[src/sv/cdlp_pkg.sv]
// Shared types, character codes and constants of the color and distance line parser.
package cdlp_pkg;

    // Register indexes of the configuration port.
    localparam int unsigned CFG_INDEX_BITS = 1;
    localparam logic [CFG_INDEX_BITS-1:0] CFG_MAX_LINE_LENGTH = 1'b0;
    localparam logic [CFG_INDEX_BITS-1:0] CFG_TIMEOUT_MS      = 1'b1;
    localparam int unsigned CFG_DATA_BITS = 16;

    localparam logic [6:0]  MAX_LINE_LENGTH_RESET = 7'd64;
    localparam logic [15:0] TIMEOUT_MS_RESET      = 16'd300;

    // Input action codes.
    localparam logic ACT_BYTE = 1'b0;
    localparam logic ACT_TICK = 1'b1;

    // Result event codes.
    localparam logic EV_LINE    = 1'b0;
    localparam logic EV_EXPIRED = 1'b1;

    // Color codes.
    localparam logic [1:0] COLOR_NONE  = 2'd0;
    localparam logic [1:0] COLOR_RED   = 2'd1;
    localparam logic [1:0] COLOR_BLUE  = 2'd2;
    localparam logic [1:0] COLOR_GREEN = 2'd3;

    // Character codes.
    localparam logic [7:0] CH_NL    = 8'h0A;
    localparam logic [7:0] CH_CR    = 8'h0D;
    localparam logic [7:0] CH_COMMA = 8'h2C;
    localparam logic [7:0] CH_DOT   = 8'h2E;
    localparam logic [7:0] CH_ZERO  = 8'h30;
    localparam logic [7:0] CH_NINE  = 8'h39;
    localparam logic [7:0] CH_N     = 8'h4E;
    localparam logic [7:0] CH_R_UP  = 8'h52;
    localparam logic [7:0] CH_B_UP  = 8'h42;
    localparam logic [7:0] CH_G_UP  = 8'h47;
    localparam logic [7:0] CH_R_LO  = 8'h72;
    localparam logic [7:0] CH_B_LO  = 8'h62;
    localparam logic [7:0] CH_G_LO  = 8'h67;

    // Queue between the classifier and the parser.
    localparam int unsigned QUEUE_DEPTH = 2;

    // Class of one queued word.
    typedef enum logic [2:0] {
        K_TICK,
        K_NL,
        K_DIGIT,
        K_DOT,
        K_COMMA,
        K_N,
        K_COLOR,
        K_OTHER
    } t_kind;

    // A classified word: the digit value or the color code rides in val.
    typedef struct packed {
        t_kind      kind;
        logic [3:0] val;
    } t_entry;

    typedef struct packed {
        logic   valid;
        t_entry entry;
    } t_q_head;

    typedef struct packed {
        logic [6:0]  max_line_length;
        logic [15:0] timeout_ms;
    } t_cfg;

    // Powers of ten up to the largest supported fraction length.
    function automatic logic [19:0] pow10(input logic [2:0] n);
        logic [19:0] v;
        unique case (n)
            3'd0:    v = 20'd1;
            3'd1:    v = 20'd10;
            3'd2:    v = 20'd100;
            3'd3:    v = 20'd1000;
            3'd4:    v = 20'd10000;
            3'd5:    v = 20'd100000;
            3'd6:    v = 20'd1000000;
            default: v = 20'd1;
        endcase
        return v;
    endfunction

endpackage

[src/sv/cdlp_if.sv]
// Handshake interfaces for the input, result and configuration channels.
interface cdlp_in_if;
    logic       valid;
    logic       ready;
    logic       action;
    logic [7:0] byte_value;

    modport source (output valid, output action, output byte_value, input ready);
    modport sink   (input valid, input action, input byte_value, output ready);
endinterface

interface cdlp_out_if;
    logic        valid;
    logic        ready;
    logic        event_kind;
    logic [1:0]  color;
    logic [31:0] distance;
    logic        reading_valid;
    logic        saturated;

    modport source (output valid, output event_kind, output color, output distance,
                    output reading_valid, output saturated, input ready);
    modport sink   (input valid, input event_kind, input color, input distance,
                    input reading_valid, input saturated, output ready);
endinterface

interface cdlp_cfg_if;
    logic                                 valid;
    logic                                 ready;
    logic [cdlp_pkg::CFG_INDEX_BITS-1:0]  index;
    logic [cdlp_pkg::CFG_DATA_BITS-1:0]   data;

    modport source (output valid, output index, output data, input ready);
    modport sink   (input valid, input index, input data, output ready);
endinterface

[src/sv/cdlp_front.sv]
// Front end: classifies incoming words, drops carriage returns and queues the rest.
module cdlp_front (
    input  logic               i_clk,
    input  logic               i_rst_n,
    cdlp_in_if.sink            i_item,
    output cdlp_pkg::t_q_head  o_head,
    input  logic               i_pop
);
    localparam int unsigned PTR_BITS = $clog2(cdlp_pkg::QUEUE_DEPTH);
    localparam int unsigned CNT_BITS = $clog2(cdlp_pkg::QUEUE_DEPTH + 1);

    cdlp_pkg::t_entry r_q [cdlp_pkg::QUEUE_DEPTH];
    logic [PTR_BITS-1:0] r_wr_ptr, n_wr_ptr;
    logic [PTR_BITS-1:0] r_rd_ptr, n_rd_ptr;
    logic [CNT_BITS-1:0] r_count, n_count;

    cdlp_pkg::t_entry w_entry;
    logic [7:0]       w_digit;
    logic             w_accept;
    logic             w_push;
    logic             w_pop;

    assign w_digit = i_item.byte_value - cdlp_pkg::CH_ZERO;

    always_comb begin
        w_entry.kind = cdlp_pkg::K_OTHER;
        w_entry.val  = 4'd0;
        priority if (i_item.action == cdlp_pkg::ACT_TICK) begin
            w_entry.kind = cdlp_pkg::K_TICK;
        end else if (i_item.byte_value == cdlp_pkg::CH_NL) begin
            w_entry.kind = cdlp_pkg::K_NL;
        end else if (i_item.byte_value >= cdlp_pkg::CH_ZERO &&
                     i_item.byte_value <= cdlp_pkg::CH_NINE) begin
            w_entry.kind = cdlp_pkg::K_DIGIT;
            w_entry.val  = w_digit[3:0];
        end else if (i_item.byte_value == cdlp_pkg::CH_DOT) begin
            w_entry.kind = cdlp_pkg::K_DOT;
        end else if (i_item.byte_value == cdlp_pkg::CH_COMMA) begin
            w_entry.kind = cdlp_pkg::K_COMMA;
        end else if (i_item.byte_value == cdlp_pkg::CH_N) begin
            w_entry.kind = cdlp_pkg::K_N;
        end else if (i_item.byte_value == cdlp_pkg::CH_R_UP ||
                     i_item.byte_value == cdlp_pkg::CH_R_LO) begin
            w_entry.kind = cdlp_pkg::K_COLOR;
            w_entry.val  = {2'b00, cdlp_pkg::COLOR_RED};
        end else if (i_item.byte_value == cdlp_pkg::CH_B_UP ||
                     i_item.byte_value == cdlp_pkg::CH_B_LO) begin
            w_entry.kind = cdlp_pkg::K_COLOR;
            w_entry.val  = {2'b00, cdlp_pkg::COLOR_BLUE};
        end else if (i_item.byte_value == cdlp_pkg::CH_G_UP ||
                     i_item.byte_value == cdlp_pkg::CH_G_LO) begin
            w_entry.kind = cdlp_pkg::K_COLOR;
            w_entry.val  = {2'b00, cdlp_pkg::COLOR_GREEN};
        end else begin
            w_entry.kind = cdlp_pkg::K_OTHER;
        end
    end

    assign i_item.ready = (r_count != CNT_BITS'(cdlp_pkg::QUEUE_DEPTH));
    assign w_accept     = i_item.valid && i_item.ready;
    // A carriage return changes nothing downstream, so it never enters the queue.
    assign w_push = w_accept && !(i_item.action == cdlp_pkg::ACT_BYTE &&
                                  i_item.byte_value == cdlp_pkg::CH_CR);
    assign w_pop  = i_pop && (r_count != '0);

    assign o_head.valid = (r_count != '0);
    assign o_head.entry = r_q[r_rd_ptr];

    always_comb begin
        n_wr_ptr = r_wr_ptr;
        n_rd_ptr = r_rd_ptr;
        n_count  = r_count;
        if (w_push) begin
            n_wr_ptr = (r_wr_ptr == PTR_BITS'(cdlp_pkg::QUEUE_DEPTH - 1)) ? '0
                                                                         : r_wr_ptr + 1'b1;
        end
        if (w_pop) begin
            n_rd_ptr = (r_rd_ptr == PTR_BITS'(cdlp_pkg::QUEUE_DEPTH - 1)) ? '0
                                                                         : r_rd_ptr + 1'b1;
        end
        unique case ({w_push, w_pop})
            2'b10:   n_count = r_count + 1'b1;
            2'b01:   n_count = r_count - 1'b1;
            default: n_count = r_count;
        endcase
    end

    always_ff @(posedge i_clk) begin
        if (!i_rst_n) begin
            r_wr_ptr <= '0;
            r_rd_ptr <= '0;
            r_count  <= '0;
        end else begin
            r_wr_ptr <= n_wr_ptr;
            r_rd_ptr <= n_rd_ptr;
            r_count  <= n_count;
        end
    end

    always_ff @(posedge i_clk) begin
        if (w_push) begin
            r_q[r_wr_ptr] <= w_entry;
        end
    end

endmodule

[src/sv/cdlp_back.sv]
// Back end: line parser, fixed point accumulator, reading age timer and result register.
module cdlp_back #(
    parameter int unsigned FRACTION_DIGITS = 4,
    parameter int unsigned DISTANCE_BITS   = 32
) (
    input  logic               i_clk,
    input  logic               i_rst_n,
    input  cdlp_pkg::t_cfg     i_cfg,
    input  cdlp_pkg::t_q_head  i_head,
    output logic               o_pop,
    cdlp_out_if.source         o_result
);
    localparam int unsigned FW = $clog2(FRACTION_DIGITS + 1);
    localparam int unsigned AW = ((DISTANCE_BITS > 28) ? DISTANCE_BITS : 28) + 4;
    localparam logic [DISTANCE_BITS-1:0] DIST_MAX = '1;
    localparam logic [AW-1:0] DIST_MAX_EXT = AW'(DIST_MAX);

    typedef enum logic [7:0] {
        PH_START = 8'b0000_0001,
        PH_N1    = 8'b0000_0010,
        PH_N2    = 8'b0000_0100,
        PH_N3    = 8'b0000_1000,
        PH_COLOR = 8'b0001_0000,
        PH_INT   = 8'b0010_0000,
        PH_FRAC  = 8'b0100_0000,
        PH_BAD   = 8'b1000_0000
    } t_phase;

    t_phase                  r_phase, n_phase;
    logic [6:0]              r_line_count, n_line_count;
    logic [1:0]              r_pend_color, n_pend_color;
    logic [DISTANCE_BITS-1:0] r_accum, n_accum;
    logic [FW-1:0]           r_frac, n_frac;
    logic                    r_digit_seen, n_digit_seen;
    logic                    r_acc_sat, n_acc_sat;
    logic [15:0]             r_age, n_age;
    logic                    r_has_packet, n_has_packet;
    logic                    r_out_valid, n_out_valid;

    logic                    r_ev, n_ev;
    logic [1:0]              r_color, n_color;
    logic [31:0]             r_dist, n_dist;
    logic                    r_rv, n_rv;
    logic                    r_sat, n_sat;

    logic                    w_go;
    logic                    w_emit;
    cdlp_pkg::t_entry        w_e;

    logic [AW-1:0]           w_acc_ext;
    logic [AW-1:0]           w_times10;
    logic                    w_base_sat;
    logic [DISTANCE_BITS-1:0] w_base;
    logic [2:0]              w_exp;
    logic [19:0]             w_scale;
    logic [23:0]             w_prod;
    logic [AW-1:0]           w_sum;
    logic                    w_sum_sat;
    logic [DISTANCE_BITS-1:0] w_sum_clamped;

    assign w_e  = i_head.entry;
    assign w_go = i_head.valid && (!r_out_valid || o_result.ready);
    assign o_pop = w_go;

    // Digit step: in the integer part the accumulator is multiplied by ten first
    // and the digit weighs 10^FRACTION_DIGITS; in the fraction part the digit weight
    // falls by ten per place.
    assign w_acc_ext  = AW'(r_accum);
    assign w_times10  = (w_acc_ext << 3) + (w_acc_ext << 1);
    assign w_base_sat = (w_times10 > DIST_MAX_EXT);
    assign w_base     = (r_phase == PH_INT) ? (w_base_sat ? DIST_MAX
                                                          : w_times10[DISTANCE_BITS-1:0])
                                            : r_accum;
    assign w_exp      = (r_phase == PH_INT) ? 3'(FRACTION_DIGITS)
                                            : 3'(FRACTION_DIGITS - 1) - 3'(r_frac);
    assign w_scale    = cdlp_pkg::pow10(w_exp);
    assign w_prod     = 24'(w_e.val) * 24'(w_scale);
    assign w_sum      = AW'(w_base) + AW'(w_prod);
    assign w_sum_sat  = (w_sum > DIST_MAX_EXT);
    assign w_sum_clamped = w_sum_sat ? DIST_MAX : w_sum[DISTANCE_BITS-1:0];

    always_comb begin
        n_phase      = r_phase;
        n_line_count = r_line_count;
        n_pend_color = r_pend_color;
        n_accum      = r_accum;
        n_frac       = r_frac;
        n_digit_seen = r_digit_seen;
        n_acc_sat    = r_acc_sat;
        n_age        = r_age;
        n_has_packet = r_has_packet;
        n_out_valid  = r_out_valid && !o_result.ready;
        w_emit       = 1'b0;
        n_ev         = r_ev;
        n_color      = r_color;
        n_dist       = r_dist;
        n_rv         = r_rv;
        n_sat        = r_sat;

        if (w_go) begin
            unique case (w_e.kind)
                cdlp_pkg::K_TICK: begin
                    if (r_has_packet) begin
                        if (r_age >= i_cfg.timeout_ms) begin
                            n_has_packet = 1'b0;
                            w_emit = 1'b1;
                            n_ev    = cdlp_pkg::EV_EXPIRED;
                            n_color = cdlp_pkg::COLOR_NONE;
                            n_dist  = 32'd0;
                            n_rv    = 1'b0;
                            n_sat   = 1'b0;
                        end else begin
                            n_age = r_age + 16'd1;
                        end
                    end
                end
                cdlp_pkg::K_NL: begin
                    if (r_phase == PH_N3) begin
                        w_emit  = 1'b1;
                        n_ev    = cdlp_pkg::EV_LINE;
                        n_color = cdlp_pkg::COLOR_NONE;
                        n_dist  = 32'd0;
                        n_rv    = 1'b0;
                        n_sat   = 1'b0;
                    end else if ((r_phase == PH_INT || r_phase == PH_FRAC) && r_digit_seen) begin
                        w_emit  = 1'b1;
                        n_ev    = cdlp_pkg::EV_LINE;
                        n_color = r_pend_color;
                        n_dist  = w_acc_ext[31:0];
                        n_rv    = 1'b1;
                        n_sat   = r_acc_sat;
                    end
                    if (w_emit) begin
                        n_age        = 16'd0;
                        n_has_packet = 1'b1;
                    end
                    n_phase      = PH_START;
                    n_line_count = 7'd0;
                    n_pend_color = cdlp_pkg::COLOR_NONE;
                    n_accum      = '0;
                    n_frac       = '0;
                    n_digit_seen = 1'b0;
                    n_acc_sat    = 1'b0;
                end
                default: begin
                    if (r_line_count >= i_cfg.max_line_length) begin
                        // Overlong line: drop it together with this byte.
                        n_phase      = PH_START;
                        n_line_count = 7'd0;
                        n_pend_color = cdlp_pkg::COLOR_NONE;
                        n_accum      = '0;
                        n_frac       = '0;
                        n_digit_seen = 1'b0;
                        n_acc_sat    = 1'b0;
                    end else begin
                        n_line_count = r_line_count + 7'd1;
                        unique case (r_phase)
                            PH_START: begin
                                if (w_e.kind == cdlp_pkg::K_N) begin
                                    n_phase = PH_N1;
                                end else if (w_e.kind == cdlp_pkg::K_COLOR) begin
                                    n_pend_color = w_e.val[1:0];
                                    n_phase      = PH_COLOR;
                                end else begin
                                    n_phase = PH_BAD;
                                end
                            end
                            PH_N1: begin
                                n_phase = (w_e.kind == cdlp_pkg::K_COMMA) ? PH_N2 : PH_BAD;
                            end
                            PH_N2: begin
                                n_phase = (w_e.kind == cdlp_pkg::K_DIGIT && w_e.val == 4'd0)
                                          ? PH_N3 : PH_BAD;
                            end
                            PH_COLOR: begin
                                n_phase = (w_e.kind == cdlp_pkg::K_COMMA) ? PH_INT : PH_BAD;
                            end
                            PH_INT: begin
                                if (w_e.kind == cdlp_pkg::K_DIGIT) begin
                                    n_accum      = w_sum_clamped;
                                    n_acc_sat    = r_acc_sat | w_base_sat | w_sum_sat;
                                    n_digit_seen = 1'b1;
                                end else if (w_e.kind == cdlp_pkg::K_DOT) begin
                                    n_phase = PH_FRAC;
                                end else begin
                                    n_phase = PH_BAD;
                                end
                            end
                            PH_FRAC: begin
                                if (w_e.kind == cdlp_pkg::K_DIGIT) begin
                                    // Digits past the kept places are checked but dropped.
                                    if (r_frac < FW'(FRACTION_DIGITS)) begin
                                        n_accum   = w_sum_clamped;
                                        n_acc_sat = r_acc_sat | w_sum_sat;
                                        n_frac    = r_frac + 1'b1;
                                    end
                                    n_digit_seen = 1'b1;
                                end else begin
                                    n_phase = PH_BAD;
                                end
                            end
                            default: begin
                                n_phase = PH_BAD;
                            end
                        endcase
                    end
                end
            endcase
            if (w_emit) begin
                n_out_valid = 1'b1;
            end
        end
    end

    always_ff @(posedge i_clk) begin
        if (!i_rst_n) begin
            r_phase      <= PH_START;
            r_line_count <= 7'd0;
            r_pend_color <= cdlp_pkg::COLOR_NONE;
            r_accum      <= '0;
            r_frac       <= '0;
            r_digit_seen <= 1'b0;
            r_acc_sat    <= 1'b0;
            r_age        <= 16'd0;
            r_has_packet <= 1'b0;
            r_out_valid  <= 1'b0;
        end else begin
            r_phase      <= n_phase;
            r_line_count <= n_line_count;
            r_pend_color <= n_pend_color;
            r_accum      <= n_accum;
            r_frac       <= n_frac;
            r_digit_seen <= n_digit_seen;
            r_acc_sat    <= n_acc_sat;
            r_age        <= n_age;
            r_has_packet <= n_has_packet;
            r_out_valid  <= n_out_valid;
        end
    end

    always_ff @(posedge i_clk) begin
        if (w_emit) begin
            r_ev    <= n_ev;
            r_color <= n_color;
            r_dist  <= n_dist;
            r_rv    <= n_rv;
            r_sat   <= n_sat;
        end
    end

    assign o_result.valid         = r_out_valid;
    assign o_result.event_kind    = r_ev;
    assign o_result.color         = r_color;
    assign o_result.distance      = r_dist;
    assign o_result.reading_valid = r_rv;
    assign o_result.saturated     = r_sat;

endmodule

[src/sv/color_distance_line_parser.sv]
// Top level of the color and distance line parser: configuration registers and the two halves.
//
//   Channel   Dir  Handshake        Word contents
//   i_item    in   valid / ready    action, byte_value (serial byte or 1 ms tick)
//   o_result  out  valid / ready    event_kind, color, distance, reading_valid, saturated
//   i_cfg     in   valid / ready    index (0 max_line_length, 1 timeout_ms), data
//
// The block sustains one input word per clock cycle while the queue has room. The classifier
// takes a word and places it in a two-entry queue; the parser retires one queued word per
// cycle while the result is not stalled, and a result sits in the output register from the
// cycle after its word is parsed. The digit step (multiply by ten, add the weighted digit,
// clamp) is the longest path. Reset is synchronous; no clearing pass follows it.
// A stalled result holds the parser, and the queue keeps taking words until it is full.
module color_distance_line_parser #(
    parameter int unsigned FRACTION_DIGITS = 4,
    parameter int unsigned DISTANCE_BITS   = 32
) (
    input  logic        i_clk,
    input  logic        i_rst_n,
    cdlp_in_if.sink     i_item,
    cdlp_out_if.source  o_result,
    cdlp_cfg_if.sink    i_cfg
);
    cdlp_pkg::t_cfg    r_cfg;
    cdlp_pkg::t_q_head w_head;
    logic              w_pop;

    // Configuration writes are always taken; the user sends them only while the block is idle.
    assign i_cfg.ready = 1'b1;

    always_ff @(posedge i_clk) begin
        if (!i_rst_n) begin
            r_cfg.max_line_length <= cdlp_pkg::MAX_LINE_LENGTH_RESET;
            r_cfg.timeout_ms      <= cdlp_pkg::TIMEOUT_MS_RESET;
        end else if (i_cfg.valid) begin
            unique case (i_cfg.index)
                cdlp_pkg::CFG_MAX_LINE_LENGTH: r_cfg.max_line_length <= i_cfg.data[6:0];
                cdlp_pkg::CFG_TIMEOUT_MS:      r_cfg.timeout_ms      <= i_cfg.data[15:0];
                default: ;
            endcase
        end
    end

    // Front end: classification and the queue.
    cdlp_front u_front (
        .i_clk   (i_clk),
        .i_rst_n (i_rst_n),
        .i_item  (i_item),
        .o_head  (w_head),
        .i_pop   (w_pop)
    );

    // Back end: parse state, accumulator, age timer and the result register.
    cdlp_back #(
        .FRACTION_DIGITS (FRACTION_DIGITS),
        .DISTANCE_BITS   (DISTANCE_BITS)
    ) u_back (
        .i_clk    (i_clk),
        .i_rst_n  (i_rst_n),
        .i_cfg    (r_cfg),
        .i_head   (w_head),
        .o_pop    (w_pop),
        .o_result (o_result)
    );

endmodule

[src/flat_wrapper.sv]
// flat-port wrapper written by rule: the top's interface ports become plain ports
module color_distance_line_parser_flat 
#(
    parameter int unsigned FRACTION_DIGITS = 4,
    parameter int unsigned DISTANCE_BITS   = 32
)
  (i_clk, i_rst_n, i_item_valid, i_item_action, i_item_byte_value, i_item_ready, o_result_valid, o_result_event_kind, o_result_color, o_result_distance, o_result_reading_valid, o_result_saturated, o_result_ready, i_cfg_valid, i_cfg_index, i_cfg_data, i_cfg_ready);
  cdlp_in_if i_item_i ();
  cdlp_out_if o_result_i ();
  cdlp_cfg_if i_cfg_i ();
  input  logic i_clk;
  input  logic i_rst_n;
  input wire logic [$bits(i_item_i.valid)-1:0] i_item_valid;
  input wire logic [$bits(i_item_i.action)-1:0] i_item_action;
  input wire logic [$bits(i_item_i.byte_value)-1:0] i_item_byte_value;
  output wire logic [$bits(i_item_i.ready)-1:0] i_item_ready;
  output wire logic [$bits(o_result_i.valid)-1:0] o_result_valid;
  output wire logic [$bits(o_result_i.event_kind)-1:0] o_result_event_kind;
  output wire logic [$bits(o_result_i.color)-1:0] o_result_color;
  output wire logic [$bits(o_result_i.distance)-1:0] o_result_distance;
  output wire logic [$bits(o_result_i.reading_valid)-1:0] o_result_reading_valid;
  output wire logic [$bits(o_result_i.saturated)-1:0] o_result_saturated;
  input wire logic [$bits(o_result_i.ready)-1:0] o_result_ready;
  input wire logic [$bits(i_cfg_i.valid)-1:0] i_cfg_valid;
  input wire logic [$bits(i_cfg_i.index)-1:0] i_cfg_index;
  input wire logic [$bits(i_cfg_i.data)-1:0] i_cfg_data;
  output wire logic [$bits(i_cfg_i.ready)-1:0] i_cfg_ready;
  assign i_item_i.valid = i_item_valid;
  assign i_item_i.action = i_item_action;
  assign i_item_i.byte_value = i_item_byte_value;
  assign i_item_ready = i_item_i.ready;
  assign o_result_valid = o_result_i.valid;
  assign o_result_event_kind = o_result_i.event_kind;
  assign o_result_color = o_result_i.color;
  assign o_result_distance = o_result_i.distance;
  assign o_result_reading_valid = o_result_i.reading_valid;
  assign o_result_saturated = o_result_i.saturated;
  assign o_result_i.ready = o_result_ready;
  assign i_cfg_i.valid = i_cfg_valid;
  assign i_cfg_i.index = i_cfg_index;
  assign i_cfg_i.data = i_cfg_data;
  assign i_cfg_ready = i_cfg_i.ready;
  color_distance_line_parser #(.FRACTION_DIGITS(FRACTION_DIGITS), .DISTANCE_BITS(DISTANCE_BITS)) u_core (.i_clk(i_clk), .i_rst_n(i_rst_n), .i_item(i_item_i), .o_result(o_result_i), .i_cfg(i_cfg_i));
endmodule
[config.mk]
export PLATFORM = sky130hd
export DESIGN_NAME = color_distance_line_parser_flat
export DESIGN_NICKNAME = d
export VERILOG_FILES = /design/src/sv/cdlp_pkg.sv /design/src/sv/cdlp_if.sv /design/src/sv/cdlp_front.sv /design/src/sv/cdlp_back.sv /design/src/sv/color_distance_line_parser.sv /design/src/flat_wrapper.sv
export SDC_FILE = /design/constraint.sdc
export NUM_CORES = 1
export LEC_CHECK = 0
export ABC_AREA = 0
export BUFFER_PORTS_ARGS = -buffer_cell sky130_fd_sc_hd__buf_4
export CAP_MARGIN = 20
export CORE_ASPECT_RATIO = 2
export CORE_MARGIN = 1
export CORE_UTILIZATION = 47
export CTS_CLUSTER_DIAMETER = 50
export DETAILED_ROUTE_END_ITERATION = 8
export PLACE_DENSITY = 0.64
export SYNTH_ARGS = -nofsm -noshare
export SYNTH_HDL_FRONTEND = slang
export SYNTH_SLANG_ARGS = --single-unit
[constraint.sdc]
create_clock -name i_clk -period 8.4 [get_ports i_clk]
set_input_delay 2.52 -clock i_clk [delete_from_list [all_inputs] [get_ports i_clk]]
set_output_delay 2.52 -clock i_clk [all_outputs]
set_load 0.05 [all_outputs]
== Word level (Yosys, flattened, before mapping) ==
Memory sizes are Yosys's and may differ from the RTL's. A register that Yosys moved wholly into a read port is not among the register bits.
Index checks and enable logic that the tools add are counted.
Storage, ports and cells
  output and inout bits: 40
  memory bits (writable): 14
  bits in registers: 136
  input port bits: 31
  memories: 1
Memories
  u_core.u_front.r_q: depth 2, width 7, rd ports 1, clocked after memory_dff 1, write ports 1, line cdlp_front.sv:12  | cdlp_pkg::t_entry r_q [cdlp_pkg::QUEUE_DEPTH];
Cells by class
  multipliers: 1
  equal/unequal tests: 44
  $add $sub $neg: 11
  reduce and logical (&&, ||, !) cells: 41
  $lt $le $gt $ge: 7
  multiplexer cells: 108
  bitwise operators: 6
Operators by type and width (number)
  $mux 32: 11
  $pmux 32 s2: 3
  $pmux 20 s6: 1
  $mux 8: 9
  $eq 8x7->1 const B: 8
  $mux 16: 3
  $pmux 8 s6: 1
  $mux 1: 37
  $add 35x33->36: 1
  $gt 36x32->1 const B: 1
  $add 32x24->33: 1
  $gt 33x32->1 const B: 1
  $pmux 16 s2: 1
  $mux 3: 10
  $mux 7: 4
  $eq 8x4->1 const B: 3
  $eq 8x6->1 const B: 3
  $mul 4x20->24: 1
  $mux 4: 5
  $eq 3x3->1 const B: 6
  $mux 2: 9
  $reduce_bool 3->1: 6
  $add 16x1->16 const B: 1
  $ge 16x16->1: 1
  45 further kinds: 91

== Depth between registers and ports, before layout ==
  depth after elaboration: 13
  depth in mapped cells: 28
  depth with buffers taken out: 26

== Modules after synthesis ==
From an unflattened synthesis, not the netlist that was laid out.
Unflattened totals
  cells, all modules: 1486
  area total of the unflattened synthesis: 12507.0 µm²
By module, submodules not included
  cdlp_back: area an instance 10572.6 µm², cells an instance 1300, sequential area each 2552.4 µm², instances 1
  cdlp_front: area an instance 977.2 µm², cells an instance 84, sequential area each 520.5 µm², instances 1
  color_distance_line_parser: area an instance 957.2 µm², cells an instance 102, sequential area each 460.4 µm², instances 1

== Worst setup path before layout ==
OpenSTA, ideal clock, no wires.
  kind: flip-flop to flip-flop
  start point: register u_core.u_back.r_phase[0]
  end point: register u_core.u_back.r_accum[31]
  data arrival time: 6215 ps
  data required time: 8280 ps
  setup time: 120 ps
  clock period less this slack: 6334 ps
  path buffers: 3
  stages on the path, launching flop included: 25
  slack: 2066 ps
  cell sequence: dfxtp_1 -> clkbuf_1 -> nor4_1 -> nor3b_2 -> nor3b_2 -> clkbuf_1 -> or2_2 -> clkbuf_1 -> nor2_1 -> fa_1 -> inv_1 -> fa_1 -> fa_1 -> inv_1 -> ha_1 -> a21o_1 -> a21o_1 -> a21oi_1 -> o21ai_0 -> a31oi_1 -> nor2b_1 -> a41oi_1 -> o311a_1 -> nor4_2 -> a211o_1
On the way
  word-level cells in the longest chain between the ends: 13
  elaborated cells between the ends (all ways): 26
  those cells by class: add/sub: 1; mul: 1; order compare: 1; eq/ne: 11; mux: 10; reduce/logical: 2
RTL lines
  start: declaration: line cdlp_back.sv:29  | t_phase r_phase, n_phase;
  start signal: assignment: line cdlp_back.sv:228  | r_phase <= n_phase;
  $eq 8x6->1: line cdlp_back.sv:71, cdlp_back.sv:74, cdlp_back.sv:157
  $mux 3: line cdlp_back.sv:74  | assign w_exp = (r_phase == PH_INT) ? 3'(FRACTION_DIGITS)
  $eq 3x3->1 (tied with other cells): line cdlp_pkg.sv:76  | unique case (n)
  $pmux 20 s6: line cdlp_pkg.sv:76
  $mul 4x20->24: line cdlp_back.sv:77  | assign w_prod = 24'(w_e.val) * 24'(w_scale);
  $add 32x24->33: line cdlp_back.sv:78  | assign w_sum = AW'(w_base) + AW'(w_prod);
  $gt 33x32->1: line cdlp_back.sv:79  | assign w_sum_sat = (w_sum > DIST_MAX_EXT);
  $mux 32: line cdlp_back.sv:80  | assign w_sum_clamped = w_sum_sat ? DIST_MAX : w_sum[DISTANCE_BITS-1:0];
  $mux 32: line cdlp_back.sv:192  | if (r_frac < FW'(FRACTION_DIGITS)) begin
  $mux 32: line cdlp_back.sv:190  | if (w_e.kind == cdlp_pkg::K_DIGIT) begin
  $pmux 32 s2: line cdlp_back.sv:157  | unique case (r_phase)
  $mux 32: line cdlp_back.sv:146  | if (r_line_count >= i_cfg.max_line_length) begin
  $pmux 32 s2: line cdlp_back.sv:101  | unique case (w_e.kind)
  end signal: assignment: line cdlp_back.sv:231  | r_accum <= n_accum;
  end: declaration: line cdlp_back.sv:32  | logic [DISTANCE_BITS-1:0] r_accum, n_accum;
Parallel ways exist; a longest one is shown, timed or not. The select of a mux whose other input is x is not followed.
A chain may end at the register's enable or synchronous reset.

== Worst setup path in the final report ==
  start point: register u_core.u_back.r_accum[0]
  end point: register u_core.u_back.r_accum[16]
On the way
  word-level cells in the longest chain between the ends: 12
  elaborated cells between the ends (all ways): 13
  those cells by class: add/sub: 2; order compare: 2; mux: 9
RTL lines
  $add 35x33->36: line cdlp_back.sv:69  | assign w_times10 = (w_acc_ext << 3) + (w_acc_ext << 1);
  $gt 36x32->1: line cdlp_back.sv:70  | assign w_base_sat = (w_times10 > DIST_MAX_EXT);
  $mux 32: line cdlp_back.sv:71  | assign w_base = (r_phase == PH_INT) ? (w_base_sat ? DIST_MAX
  $mux 32 *: line cdlp_back.sv:71
  $add 32x24->33 *: line cdlp_back.sv:78
  $gt 33x32->1: line cdlp_back.sv:79
  $mux 32 *: line cdlp_back.sv:80
  $mux 32: line cdlp_back.sv:192
  $mux 32: line cdlp_back.sv:190
  $pmux 32 s2 *: line cdlp_back.sv:157
  $mux 32 *: line cdlp_back.sv:146
  $pmux 32 s2 *: line cdlp_back.sv:101
Mark *: on every way between the ends. The rest lies on a longest branch, timed or not. The select of a mux whose other input is x is not followed.

==> results.toml <==
[status]
run_status = "finished clean"

[floorplanning]
floorplan.die.height_um = 231
die_outline_area_um2 = 26900
num_io_pins = 71
standard_cell_core_area_um2 = 25800
die-width_um = 116
initial_core_util_pct = 47.8
core.rowCount = 83

[clock_network]
cts.clk_slew.worst_paths_ns = 0.06
cts_repair_resize_count = 0
cts_made_buffers = 17
clock_insertion_delay_worst_skew_ns = 0.45
clock_tree_from_tritoncts = "built"
clk_path_buf_depth = 2
cts_root_buf = "clkbuf_16"
cts_hold_repair.buffers = 0
cts_setup_buffers = 0
htreeDepth = 4
clock_sink_count = 151

[global_routing]
grt_first_pass_wirelength_um = 54200
globalRouteTotalUtil_pct = 26.4
gr-total-overflow = 0
grt_pass1_vias = 10900
grt_antenna_before_repair = 0
grt_max_degree = 43

[yosys]
syn-num-nets = 1670
async_reset_ff_share_pct = 0
ys_warn_count = 0
synth-edff-count = 51
post_synth_and_or_nand_nor_area_fraction_pct = 21.4
synth.area.top_cells = "dfxtp_1, edfxtp_1, ha_1"
cell_taking_the_most_area_after_synthesis = "dfxtp_1"
synth_area_um2 = 12300
synth-adder-area-share_pct = 18.2
synth_compound_area_share_pct = 19.2
synth.area.mux_share_pct = 0.914
netlist_instances = 1490
synth_top_family_by_area = "simple AND/OR/NAND/NOR gates"
synth-main-ff-cell = "dfxtp_1"
synth_sequential_area_ratio_pct = 28.7
share_of_the_synthesized_area_in_the_top_cell_type_pct = 16.2
synthesis.area_per_instance_um2 = 8.27
ys_ff_latch = 151
synth-xor-area-share_pct = 5.26
yosysUniqueCellTypes = 80

[sta]
rsz0062_at_grt = "false"
final.period_utilization_pct = 86.8
slew_violations = 0
worst_slew_margin_rel_pct = 42.3
setup_viol = 0
timing.final.crit_period_ns = 7.29
whs_ns = 0.444
hold_violations = 0
fin_setup_tns_ns = 0
clock.fmax_ghz = 0.137
timing.clock.skew_ns = 0.00877
tightestPinTransition_ns = 0.841

[layout]
post_route_cells_drive_above_1_share_pct = 9.08
most-common-layout-cells = "nor2_1, a21oi_1, nand2_1"
num-fill-cells = 2557
final_common_cell = "nor2_1"
final_nets = 1698
diodes = 0
synthToLayoutAreaGrowth_pct = 11.1

[hold_path]
hold_path_class = "flop to flop"

[routing]
drcViolationCount = 0
via_count = 10800
first_iter_violations = 680
routed_vias_inst = 5.77
detail_route.wirelength_um = 32900
postRouteAntennaNets = 0
drt_first_pass_iters = 5
post_drt_wl_per_cell_um = 17.6

[worst_setup_path]
critPathCaptureType = "flop"
worst_path_largest_cell_delay_ns = 0.57
timing.critical_path.max_delay_family = "compound AO/OA/AOI/OAI gates"
critPathSlowestCell = "o311ai_0"
cp_data_arrival_time_ns = 7.67
critPathBufInv = 1
startpoint_type_of_the_worst_setup_path = "flop"
worst-path-max-fanout = 25
worst-setup-path-type = "flop to flop"
critPathRequiredTime_ns = 8.78

[place]
dp_hpwl_um = 26000
routabilityCongestion = 0.940
numPortBuffers = 69

[flow_run]
max_cap_viol_count = 0

[pwr]
leak_nw = 6.13
worst_ir_drop_vdd_uv = 188
cellPowerDensity_nw_per_um2 = 191
## power by group
part	internal, mW	switching (mW)	total (mW)
clock network	0.443	0.324	0.768
logic	0.397	0.627	1.02
registers	0.788	0.0304	0.819
total	1.63	0.982	2.61
## cells in the mapped netlist, types with 3 or more instances
library cell,count
nand4_1,25
nor4_1,7
buf_1,7
and4_1,3
buf_2,7
xnor2_1,33
o21bai_1,5
or3_1,16
clkbuf_1,53
nor3_1,35
a22oi_1,21
a31o_2,3
nand3_1,34
o21ai_1,4
dfxtp_1,100
and2_1,49
or4_1,6
o21ai_0,44
nor2_1,164
a21oi_1,140
nor2b_1,13
o31ai_1,5
edfxtp_1,51
or2_2,7
o211ai_1,16
a211oi_1,16
a21o_1,40
nand2_1,131
and3_1,17
a211o_1,4
nor3b_1,5
o21a_1,11
mux2i_1,9
xor2_1,41
a31oi_1,21
inv_1,126
o22ai_1,7
ha_1,98
nand2b_1,12
fa_1,51
nand3b_1,4
## stage by stage
step / cell area (µm²) / utilization (%) / setup WS, ns / instances / power [mW]
after floorplan: 12300 / - / 2.07 / 1490 / 1.60
after global placement: 13000 / 50.6 / 1.39 / 1837 / 1.84
after detailed placement: 13100 / 50.7 / 1.24 / 1838 / 1.86
after CTS: 13700 / 53.1 / 1.22 / 1870 / 2.63
after global routing: 13700 / 53.1 / 0.524 / 1871 / 2.79
final: 13700 / 53.1 / 1.11 / 1871 / 2.61
## cell families after synthesis
group | after synthesis
muxes | 11
other | 1
xor gates and xnor gates | 74
DFF | 151
buffers and inverters | 196
adders and majority gates | 149
and+or+nand+nor | 541
AOI/OAI and AO/OA | 367
## sequential cells by signal, summed over array words and instances (netlist names), 2 cells and up, named ones only
name / cells
u_core.u_back.r_accum: 32
u_core.u_back.r_pend_color: 2
u_core.u_back.o_result.distance: 32
u_core.u_back.r_phase: 8
u_core.u_back.r_age: 16
u_core.u_back.r_frac: 3
u_core.u_back.o_result.color: 2
u_core.u_front.r_count: 2
u_core.u_back.r_line_count: 7
u_core.u_front.r_q: 14
u_core.r_cfg: 23
## cell type report
type	instances	area [µm²]	area share, %
clock buffers	23	522	3.81
clock inverters	9	75.1	0.548
inverters	126	473	3.46
multi-input cells	1143	8030	58.7
flip-flops and latches	151	3530	25.8
well taps	340	425	3.11
repair buffers	79	626	4.57
## path summary, 6_finish.rpt
check                              endpoint  depth (start not counted)                     start  slack, ns
hold reg to reg     u_core.u_back.r_acc_sat                          2   u_core.u_back.r_acc_sat       0.44
setup reg to reg  u_core.u_back.r_accum[16]                         25  u_core.u_back.r_accum[0]       1.11
hold / removal      u_core.u_back.r_acc_sat                          2   u_core.u_back.r_acc_sat       0.44
setup / recovery  u_core.u_back.r_accum[16]                         25  u_core.u_back.r_accum[0]       1.11
## tightest hold or removal path, stage by stage, from the launching register on
cell and delay (ns):
dfxtp_1 0.31, inv_1 0.05, a21oi_1 0.05
## per-layer routing
layer	wire length, µm	track usage, %	vias up	share of wire (%)
met5	0	0	-	0
met4	1920	17.5	0	5.8
met3	930	3.75	109	2.8
met2	18400	50.0	292	56
met1	11600	25.4	5113	35
li1	-	-	5279	-
(Power assumes the default switching activity.)
